===== src/rtl/ddc_pkg.sv =====
package ddc_pkg;

   localparam int SIDES       = 2;
   localparam int SIDE_BYTES  = 65536;
   localparam int STORE_SIZE  = SIDES * SIDE_BYTES;
   localparam int ADDR_W      = $clog2(STORE_SIZE);
   localparam int SIDE_STRIDE = 65500;

   localparam int REQ_TDATA_W = 32;
   localparam int RSP_TDATA_W = 16;

   localparam logic [7:0]         NO_DISK       = 8'hFF;
   localparam logic [15:0]        PTR_LAST      = 16'd64999;
   localparam logic signed [8:0]  READ_WAIT     = 9'sd100;
   localparam logic signed [8:0]  CTRL_WAIT     = 9'sd200;
   localparam logic signed [9:0]  COUNTDOWN_MIN = -10'sd256;
   localparam logic signed [9:0]  DISK_STEP     = 10'sd114;
   localparam logic signed [17:0] TIMER_STEP    = 18'sd114;
   localparam logic [7:0]         STATUS_RESET  = 8'h80;
   localparam logic [7:0]         DRIVE_BASE    = 8'h40;
   localparam logic [7:0]         BATTERY_OK    = 8'h80;

   typedef enum logic [1:0] {
      MODE_READ  = 2'd0,
      MODE_WRITE = 2'd1,
      MODE_TICK  = 2'd2,
      MODE_LOAD  = 2'd3
   } mode_type;

   localparam logic [4:0] REG_TIMER_LO   = 5'h00;
   localparam logic [4:0] REG_TIMER_HI   = 5'h01;
   localparam logic [4:0] REG_TIMER_CTRL = 5'h02;
   localparam logic [4:0] REG_ENABLE     = 5'h03;
   localparam logic [4:0] REG_WRITE_DATA = 5'h04;
   localparam logic [4:0] REG_CONTROL    = 5'h05;
   localparam logic [4:0] REG_STATUS     = 5'h10;
   localparam logic [4:0] REG_READ_DATA  = 5'h11;
   localparam logic [4:0] REG_DRIVE      = 5'h12;
   localparam logic [4:0] REG_BATTERY    = 5'h13;

   typedef struct packed {
      mode_type          mode;
      logic [4:0]        reg_offset;
      logic [7:0]        write_data;
      logic [16:0]       image_addr;
   } req_item_type;

   typedef struct packed {
      logic              en;
      logic              we;
      logic [ADDR_W-1:0] addr;
      logic [7:0]        wdata;
   } mem_req_type;

   typedef struct packed {
      logic [7:0]        read_data;
      logic              from_mem;
      logic              timer_irq;
      logic              disk_irq;
      logic              mirror_horizontal;
      logic [1:0]        drive_activity;
   } core_rsp_type;

   function automatic logic [ADDR_W-1:0] store_index(logic [7:0] side, logic [15:0] ptr);
      logic [24:0] full;
      full = 25'(side) * 25'(SIDE_STRIDE) + 25'(ptr);
      return full[ADDR_W-1:0];
   endfunction

endpackage


===== src/rtl/ddc_core.sv =====
module ddc_core (
   input  logic                  clock,
   input  logic                  reset,
   input  logic                  step,
   input  ddc_pkg::req_item_type item,
   input  logic [7:0]            side,
   output ddc_pkg::mem_req_type  mem_req,
   output ddc_pkg::core_rsp_type rsp
);

   import ddc_pkg::*;

   logic [7:0]         status_ff, status_in;
   logic [7:0]         control_ff, control_in;
   logic [7:0]         enable_ff, enable_in;
   logic               mirror_ff, mirror_in;
   logic [1:0]         skip_ff, skip_in;
   logic signed [8:0]  countdown_ff, countdown_in;
   logic [15:0]        pointer_ff, pointer_in;
   logic [15:0]        reload_ff, reload_in;
   logic signed [16:0] count_ff, count_in;
   logic [1:0]         tmode_ff, tmode_in;
   logic [1:0]         activity_ff, activity_in;

   logic               no_disk;
   logic signed [17:0] tdiff;
   logic signed [9:0]  ddiff;
   logic signed [9:0]  dsat;

   assign no_disk = (side == NO_DISK);
   assign tdiff   = 18'(count_ff) - TIMER_STEP;
   assign ddiff   = 10'(countdown_ff) - DISK_STEP;
   assign dsat    = (ddiff < COUNTDOWN_MIN) ? COUNTDOWN_MIN : ddiff;

   always_comb begin
      status_in    = status_ff;
      control_in   = control_ff;
      enable_in    = enable_ff;
      mirror_in    = mirror_ff;
      skip_in      = skip_ff;
      countdown_in = countdown_ff;
      pointer_in   = pointer_ff;
      reload_in    = reload_ff;
      count_in     = count_ff;
      tmode_in     = tmode_ff;
      activity_in  = activity_ff;
      mem_req      = '0;
      rsp          = '0;

      case (item.mode)
         MODE_READ: begin
            case (item.reg_offset)
               REG_STATUS: begin
                  rsp.read_data = status_ff;
                  status_in     = status_ff & 8'hFC;
               end
               REG_READ_DATA: begin
                  if (!no_disk) begin
                     mem_req.en     = 1'b1;
                     mem_req.addr   = store_index(side, pointer_ff);
                     rsp.from_mem   = 1'b1;
                     activity_in[0] = 1'b1;
                     if (pointer_ff < PTR_LAST) begin
                        pointer_in = pointer_ff + 16'd1;
                     end
                     countdown_in = READ_WAIT;
                     status_in    = status_ff & 8'hFD;
                  end
               end
               REG_DRIVE: begin
                  rsp.read_data = DRIVE_BASE;
                  if (no_disk) begin
                     rsp.read_data[0] = 1'b1;
                     rsp.read_data[2] = 1'b1;
                  end
                  if (no_disk || !control_ff[0] || control_ff[1]) begin
                     rsp.read_data[1] = 1'b1;
                  end
               end
               REG_BATTERY: begin
                  rsp.read_data = BATTERY_OK;
               end
               default: begin
                  rsp.read_data = '0;
               end
            endcase
         end
         MODE_WRITE: begin
            case (item.reg_offset)
               REG_TIMER_LO: begin
                  reload_in[7:0] = item.write_data;
                  status_in[0]   = 1'b0;
               end
               REG_TIMER_HI: begin
                  reload_in[15:8] = item.write_data;
                  status_in[0]    = 1'b0;
               end
               REG_TIMER_CTRL: begin
                  tmode_in     = item.write_data[1:0];
                  count_in     = 17'(reload_ff);
                  status_in[0] = 1'b0;
               end
               REG_ENABLE: begin
                  enable_in = item.write_data;
               end
               REG_WRITE_DATA: begin
                  if (!no_disk && !control_ff[2] && enable_ff[0]) begin
                     if (skip_ff != 2'd0) begin
                        skip_in = skip_ff - 2'd1;
                     end else if (pointer_ff >= 16'd2) begin
                        mem_req.en     = 1'b1;
                        mem_req.we     = 1'b1;
                        mem_req.addr   = store_index(side, pointer_ff - 16'd2);
                        mem_req.wdata  = item.write_data;
                        activity_in[1] = 1'b1;
                     end
                  end
               end
               REG_CONTROL: begin
                  status_in[1] = 1'b0;
                  mirror_in    = item.write_data[3];
                  if (!no_disk) begin
                     if (!item.write_data[6] && control_ff[6] && !item.write_data[4]) begin
                        countdown_in = CTRL_WAIT;
                        pointer_in   = (pointer_ff >= 16'd2) ? pointer_ff - 16'd2 : 16'd0;
                     end
                     if (!item.write_data[2]) begin
                        skip_in = 2'd2;
                     end
                     if (item.write_data[1]) begin
                        pointer_in   = '0;
                        countdown_in = CTRL_WAIT;
                     end
                     if (item.write_data[6]) begin
                        countdown_in = CTRL_WAIT;
                     end
                     control_in = item.write_data;
                  end
               end
               default: begin
                  status_in = status_ff;
               end
            endcase
         end
         MODE_TICK: begin
            if (tmode_ff[1] && count_ff != 17'sd0) begin
               count_in = tdiff[16:0];
               if (tdiff <= 18'sd0) begin
                  if (tmode_ff[0]) begin
                     count_in = 17'(reload_ff);
                  end else begin
                     tmode_in[1] = 1'b0;
                  end
                  status_in[0]  = 1'b1;
                  rsp.timer_irq = 1'b1;
               end
            end
            if (countdown_ff != 9'sd0) begin
               countdown_in = dsat[8:0];
               if (dsat <= 10'sd0 && control_ff[7]) begin
                  status_in[1] = 1'b1;
                  rsp.disk_irq = 1'b1;
               end
            end
         end
         MODE_LOAD: begin
            mem_req.en    = 1'b1;
            mem_req.we    = 1'b1;
            mem_req.addr  = item.image_addr[ADDR_W-1:0];
            mem_req.wdata = item.write_data;
         end
         default: begin
            mem_req = '0;
         end
      endcase

      rsp.mirror_horizontal = mirror_in;
      rsp.drive_activity    = activity_in;
   end

   always_ff @(posedge clock) begin
      if (reset) begin
         status_ff    <= STATUS_RESET;
         control_ff   <= '0;
         enable_ff    <= '0;
         mirror_ff    <= 1'b0;
         skip_ff      <= '0;
         countdown_ff <= '0;
         pointer_ff   <= '0;
         reload_ff    <= '0;
         count_ff     <= '0;
         tmode_ff     <= '0;
         activity_ff  <= '0;
      end else if (step) begin
         status_ff    <= status_in;
         control_ff   <= control_in;
         enable_ff    <= enable_in;
         mirror_ff    <= mirror_in;
         skip_ff      <= skip_in;
         countdown_ff <= countdown_in;
         pointer_ff   <= pointer_in;
         reload_ff    <= reload_in;
         count_ff     <= count_in;
         tmode_ff     <= tmode_in;
         activity_ff  <= activity_in;
      end
   end

endmodule


===== config.mk =====
export PLATFORM = sky130hd
export DESIGN_NAME = ddc_core
export DESIGN_NICKNAME = d
export VERILOG_FILES = /design/src/rtl/ddc_pkg.sv /design/src/rtl/ddc_core.sv
export SDC_FILE = /design/constraint.sdc
export NUM_CORES = 1
export LEC_CHECK = 0
export ABC_AREA = 0
export ABC_CLOCK_PERIOD_IN_PS = 20200
export BUFFER_PORTS_ARGS = -buffer_cell sky130_fd_sc_hd__buf_2
export CORE_MARGIN = 2
export CORE_UTILIZATION = 25
export DETAILED_ROUTE_END_ITERATION = 8
export HOLD_SLACK_MARGIN = 0.12
export RECOVER_POWER = 100
export SYNTH_ARGS = -nofsm -noshare
export SYNTH_HDL_FRONTEND = slang
export SYNTH_SLANG_ARGS = --single-unit

===== constraint.sdc =====
create_clock -name clock -period 20.2 [get_ports clock]
set_input_delay 4.04 -clock clock [delete_from_list [all_inputs] [get_ports clock]]
set_output_delay 4.04 -clock clock [all_outputs]
set_load 0.01 [all_outputs]

### Word level (Yosys, flattened, before mapping)

Index checks and enable logic that the tools add are counted.
Widths: inputs -> output; s select.

* add/sub/neg operators: 7
* $mul: 1
* $lt $le $gt $ge: 5
* eq/ne operators: 35
* multiplexer cells: 74
* bitwise operators: 1
* reductions and logical operators: 35

Operators with widths (count)
* $mux 16: 8
* $mux 27: 4
* $mux 17: 6
* $mux 9: 9
* $pmux 17 s3: 1
* $add 17x16->17: 2
* $pmux 17 s2: 1
* $pmux 16 s2: 1
* $ne 2x2->1 const B: 14
* $mux 1: 27
* $pmux 9 s3: 1
* $pmux 8 s3: 1
* $reduce_and 7->1: 3
* $eq 5x5->1 const B: 4
* $le 18x1->1 const B: 1
* $sub 17x8->18 const B: 1
* $reduce_bool 17->1: 1
* $add 16x1->16 const B: 1
* $ge 16x2->1 const B: 1
* $lt 16x16->1 const B: 1
* $pmux 8 s2: 1
* $reduce_and 8->1: 2
* $sub 16x2->16 const B: 1
* $mul 8x14->15 const B: 1
* other kinds (33): 65

* register bits after elaboration: 76

### Longest topological paths before layout

* depth in word-level cells: 9
* gate-level depth with buffers: 23
* gate-level depth less buffers: 23

### Least setup slack after synthesis

OpenSTA, ideal clock, no wires.

* path kind: input -> output
* start: input port side[5]
* end: output port mem_req[24] (netlist bit)
* arrival: 8.821 ns
* data required time: 16.160 ns
* path slack: 7.339 ns
* stages on the path: 22
* path through: inv_1 -> fa_1 -> fa_1 -> inv_1 -> fa_1 -> inv_1 -> fa_1 -> inv_1 -> ha_1 -> o21a_1 -> o21ai_0 -> o21bai_1 -> xor2_1 -> ha_1 -> a21oi_1 -> o21ai_0 -> a21oi_1 -> o21ai_0 -> a31oi_1 -> xor2_1 -> a22oi_1 -> a21oi_1

RTL lines
* start, declared: line ddc_core.sv:6 `input logic [7:0] side,`
* end, declared: line ddc_core.sv:7 `output ddc_pkg::mem_req_type mem_req,`

==> impl_metrics.env <==
export IMPL_hold_path_depth=2
export IMPL_syn_area_um2=7920
export IMPL_clock_skew_final_ns=0.00976
export IMPL_synthMostInstantiatedCell="sky130_fd_sc_hd__nor2_1"
export IMPL_critPathMaxStageDelay_ns=0.58
export IMPL_post_route_cells_drive_above_1_share=0.0808
export IMPL_clock_tree_htree_level_count=3
export IMPL_ys_top_cells_by_count="sky130_fd_sc_hd__nor2_1 (103), sky130_fd_sc_hd__inv_1 (93), sky130_fd_sc_hd__a21oi_1 (77), sky130_fd_sc_hd__nand2_1 (77), sky130_fd_sc_hd__dfxtp_1 (73)"
export IMPL_layout_min_cycle_time_ns=13.81
export IMPL_dpl_instance_area_um2=8580
export IMPL_min_delay_start="reload_ff[5]"
export IMPL_die_y_um=182
export IMPL_rr_startpoint="countdown_ff[3]"
export IMPL_grt_start_max_net_pins=75
export IMPL_cts_hold_buffers_added=0
export IMPL_total_power_mw=1.19
export IMPL_clock_tree_buffer_depth=2
export IMPL_arrival_ns=9.77
export IMPL_overflow=0
export IMPL_worstSetupStartpointType="input port"
export IMPL_ff2ff_setup_slack_ns=15.99
export IMPL_grt_total_usage=0.138
export IMPL_synth_enable_flop_cells=0
export IMPL_dominantRegCellSynth="sky130_fd_sc_hd__dfxtp_1"
export IMPL_power_static_leakage_nw=3.65
export IMPL_post_route_period_util=0.684
export IMPL_clock_pin_slew_reported_for_the_worst_setup_and_hold_paths_after_clock_tree_synthesis_ns=0.07
export IMPL_first_global_vias=7137
export IMPL_initial_core_util=0.252
export IMPL_yosysWarnings=0
export IMPL_critical_path_depth=24
export IMPL_finalSetupViolations=0
export IMPL_drt_iter0_drc=468
export IMPL_ys_async_sr_fraction=0
export IMPL_worstPathMaxFanout=5
export IMPL_unrepaired_setup_endpoints_after_global_routing="no"
export IMPL_critical_path_top_delay_family="adder cells"
export IMPL_timing_critical_path_cells="buf_2 > inv_1 > fa_1 > fa_1 > inv_1 > fa_1 > inv_1 > fa_1 > inv_1 > ha_1 > inv_1 > o21bai_1 > a21oi_1 > xnor2_1 > ha_1 > nand2_1 > nor2_1 > a211oi_1 > o21ai_0 > a211oi_1 > mux2i_1 > a221oi_1 > nor2_1 > clkbuf_1"
export IMPL_cts_sink_count=73
export IMPL_routedWlPerCell_um=15.5
export IMPL_tritonroute_pass_1_iters=5
export IMPL_finalInstanceArea_um2=8790
export IMPL_postSynthAreaPerCell_um2=7.79
export IMPL_tritoncts="built"
export IMPL_setup_total_negative_slack_ns=0
export IMPL_synth_top_area_share=0.185
export IMPL_detailedPlacementHpwl_um=17600
export IMPL_final_nets=1205
export IMPL_hold_violations=0
export IMPL_p_per_area_nw_per_um2=135
export IMPL_worstSetupEndpointType="output pin"
export IMPL_cts_resized=0
export IMPL_r2r_end="countdown_ff[2]"
export IMPL_die_width_um=182
export IMPL_synth_sequential_area_ratio=0.185
export IMPL_cts_setup_buffers=0
export IMPL_timing_critical_path_required_ns=16.16
export IMPL_rows=65
export IMPL_core_region_area_um2=31400
export IMPL_max_slew_margin_rel=-1.29
export IMPL_clock_root_buffer="sky130_fd_sc_hd__clkbuf_16"
export IMPL_run_status="finished, violations left"
export IMPL_transition_time_at_the_pin_with_the_least_slew_margin_ns=3.35
export IMPL_ant_nets=0
export IMPL_min_path_type="flop to flop"
export IMPL_hold_path_end="reload_ff[5]"
export IMPL_fmax_mhz=72.4
export IMPL_fin_worst_hold_slack_ns=0.450
export IMPL_worst_setup_path_type="input port to output pin"
export IMPL_gp_congestion=0.891
export IMPL_maxCapViolCount=2
export IMPL_ys_seq_elements=73
export IMPL_vdd_ir_drop_worst_uv=77.0
export IMPL_ff2ff_path_depth=6
export IMPL_synth_top_cells_by_area="sky130_fd_sc_hd__dfxtp_1 (18%), sky130_fd_sc_hd__ha_1 (11%), sky130_fd_sc_hd__fa_1 (8.3%)"
export IMPL_critical_path_top_cell_by_count="sky130_fd_sc_hd__inv_1"
export IMPL_netlist_instances=1017
export IMPL_failed_checks="capacitance limit, slew limit"
export IMPL_cts_buffers=9
export IMPL_buffer_ports_inserted=80
export IMPL_die_area_um2=33100
export IMPL_yosysTopAreaCell="sky130_fd_sc_hd__dfxtp_1"
export IMPL_final_core_utilization=0.280
export IMPL_finalWirelength_um=22700
export IMPL_ys_types=85
export IMPL_clkLatencyLatePin_ns=0.35
export IMPL_routed_via_density=5.02
export IMPL_vias=7381
export IMPL_ioPinCount=84
export IMPL_cell_at_the_slowest_stage_of_the_critical_path="sky130_fd_sc_hd__fa_1"
export IMPL_remaining_drc_errors=0
export IMPL_antenna_violations_before_repair=2
export IMPL_worstPathBufferInverterCount=7
export IMPL_area_growth_synth_to_final_pct=11.0
export IMPL_grt_pass1_wl_um=36800
export IMPL_final_max_slew_violation_count=54
-- flip-flops by register name, summed over array words and instances (netlist names) --
register      count
countdown_ff      9
control_ff        5
reload_ff        16
pointer_ff       16
status_ff         2
count_ff         17
enable_ff         1
mirror_ff         1
skip_ff           2
activity_ff       2
tmode_ff          2
-- final cells by class --
class / instances / area, um^2
Timing Repair Buffer: 86 / 389
Inverter: 96 / 360
Multi-Input combinational cell: 794 / 5780
Clock buffer: 9 / 225
Tap cell: 402 / 503
Clock inverter: 7 / 61.3
Fill cell: 3437 / 22600
Sequential cell: 73 / 1460
Antenna cell: 2 / 5.00
-- through the flow --
stage | worst slack, ns | instances
floorplan | 7.34 | 1019
global placement | 6.55 | 1451
detailed placement | 6.44 | 1451
CTS | 6.42 | 1467
global route | 5.86 | 1467
finish | 6.39 | 1469
-- routing by layer --
| metal | track usage | vias to the layer above | share of wire |
|---|---|---|---|
| met5 | 0 | - | 0 |
| li1 | - | 3709 | - |
| met1 | 0.174 | 3503 | 0.46 |
| met3 | 0.0225 | 29 | 0.040 |
| met4 | 0.0465 | 0 | 0.025 |
| met2 | 0.239 | 140 | 0.48 |
-- layout by cell type (no fill, tap or decap), types with 33 or more instances in the layout --
cell type,netlist,layout
sky130_fd_sc_hd__a21oi_1,77,77
sky130_fd_sc_hd__buf_2,10,44
sky130_fd_sc_hd__clkbuf_1,33,39
sky130_fd_sc_hd__dfxtp_1,73,73
sky130_fd_sc_hd__fa_1,33,33
sky130_fd_sc_hd__ha_1,69,69
sky130_fd_sc_hd__inv_1,93,93
sky130_fd_sc_hd__nand2_1,77,77
sky130_fd_sc_hd__nor2_1,103,104
sky130_fd_sc_hd__nor3_1,37,37
sky130_fd_sc_hd__o21ai_0,46,52
-- worst max-delay path by stage --
stage | start | to | slack, ns
2_1_floorplan | side[5] | mem_req[24] | 7.34
3_3_place_gp | side[5] | mem_req[23] | 6.55
3_5_place_dp | side[5] | mem_req[23] | 6.44
4_1_cts | side[5] | mem_req[23] | 6.42
5_1_grt | side[0] | mem_req[23] | 5.86
6_report | side[5] | mem_req[23] | 6.39
-- cell families after synthesis --
kind of cell | share of synthesized area
AO/OA/AOI/OAI | 0.238
flip-flops | 0.185
AND/OR/NAND/NOR | 0.210
XOR/XNOR | 0.0537
adder cells (fa/ha/maj) | 0.192
buffers and inverters | 0.0822
other | 0.000474
multiplexers | 0.0381
-- worst min-delay path, delay by kind of cell, from the launching register on --
kind	cells	cell delay (ns)
and+or+nand+nor	1	0.05
AOI/OAI and AO/OA	1	0.05
DFF	1	0.31
-- where the power goes --
part | internal [mW] | switching, mW | leakage, nW
combinational | 0.367 | 0.511 | 2.93
sequential | 0.146 | 0.00391 | 0.589
clock | 0.0856 | 0.0735 | 0.135
(Power assumes the default switching activity.)
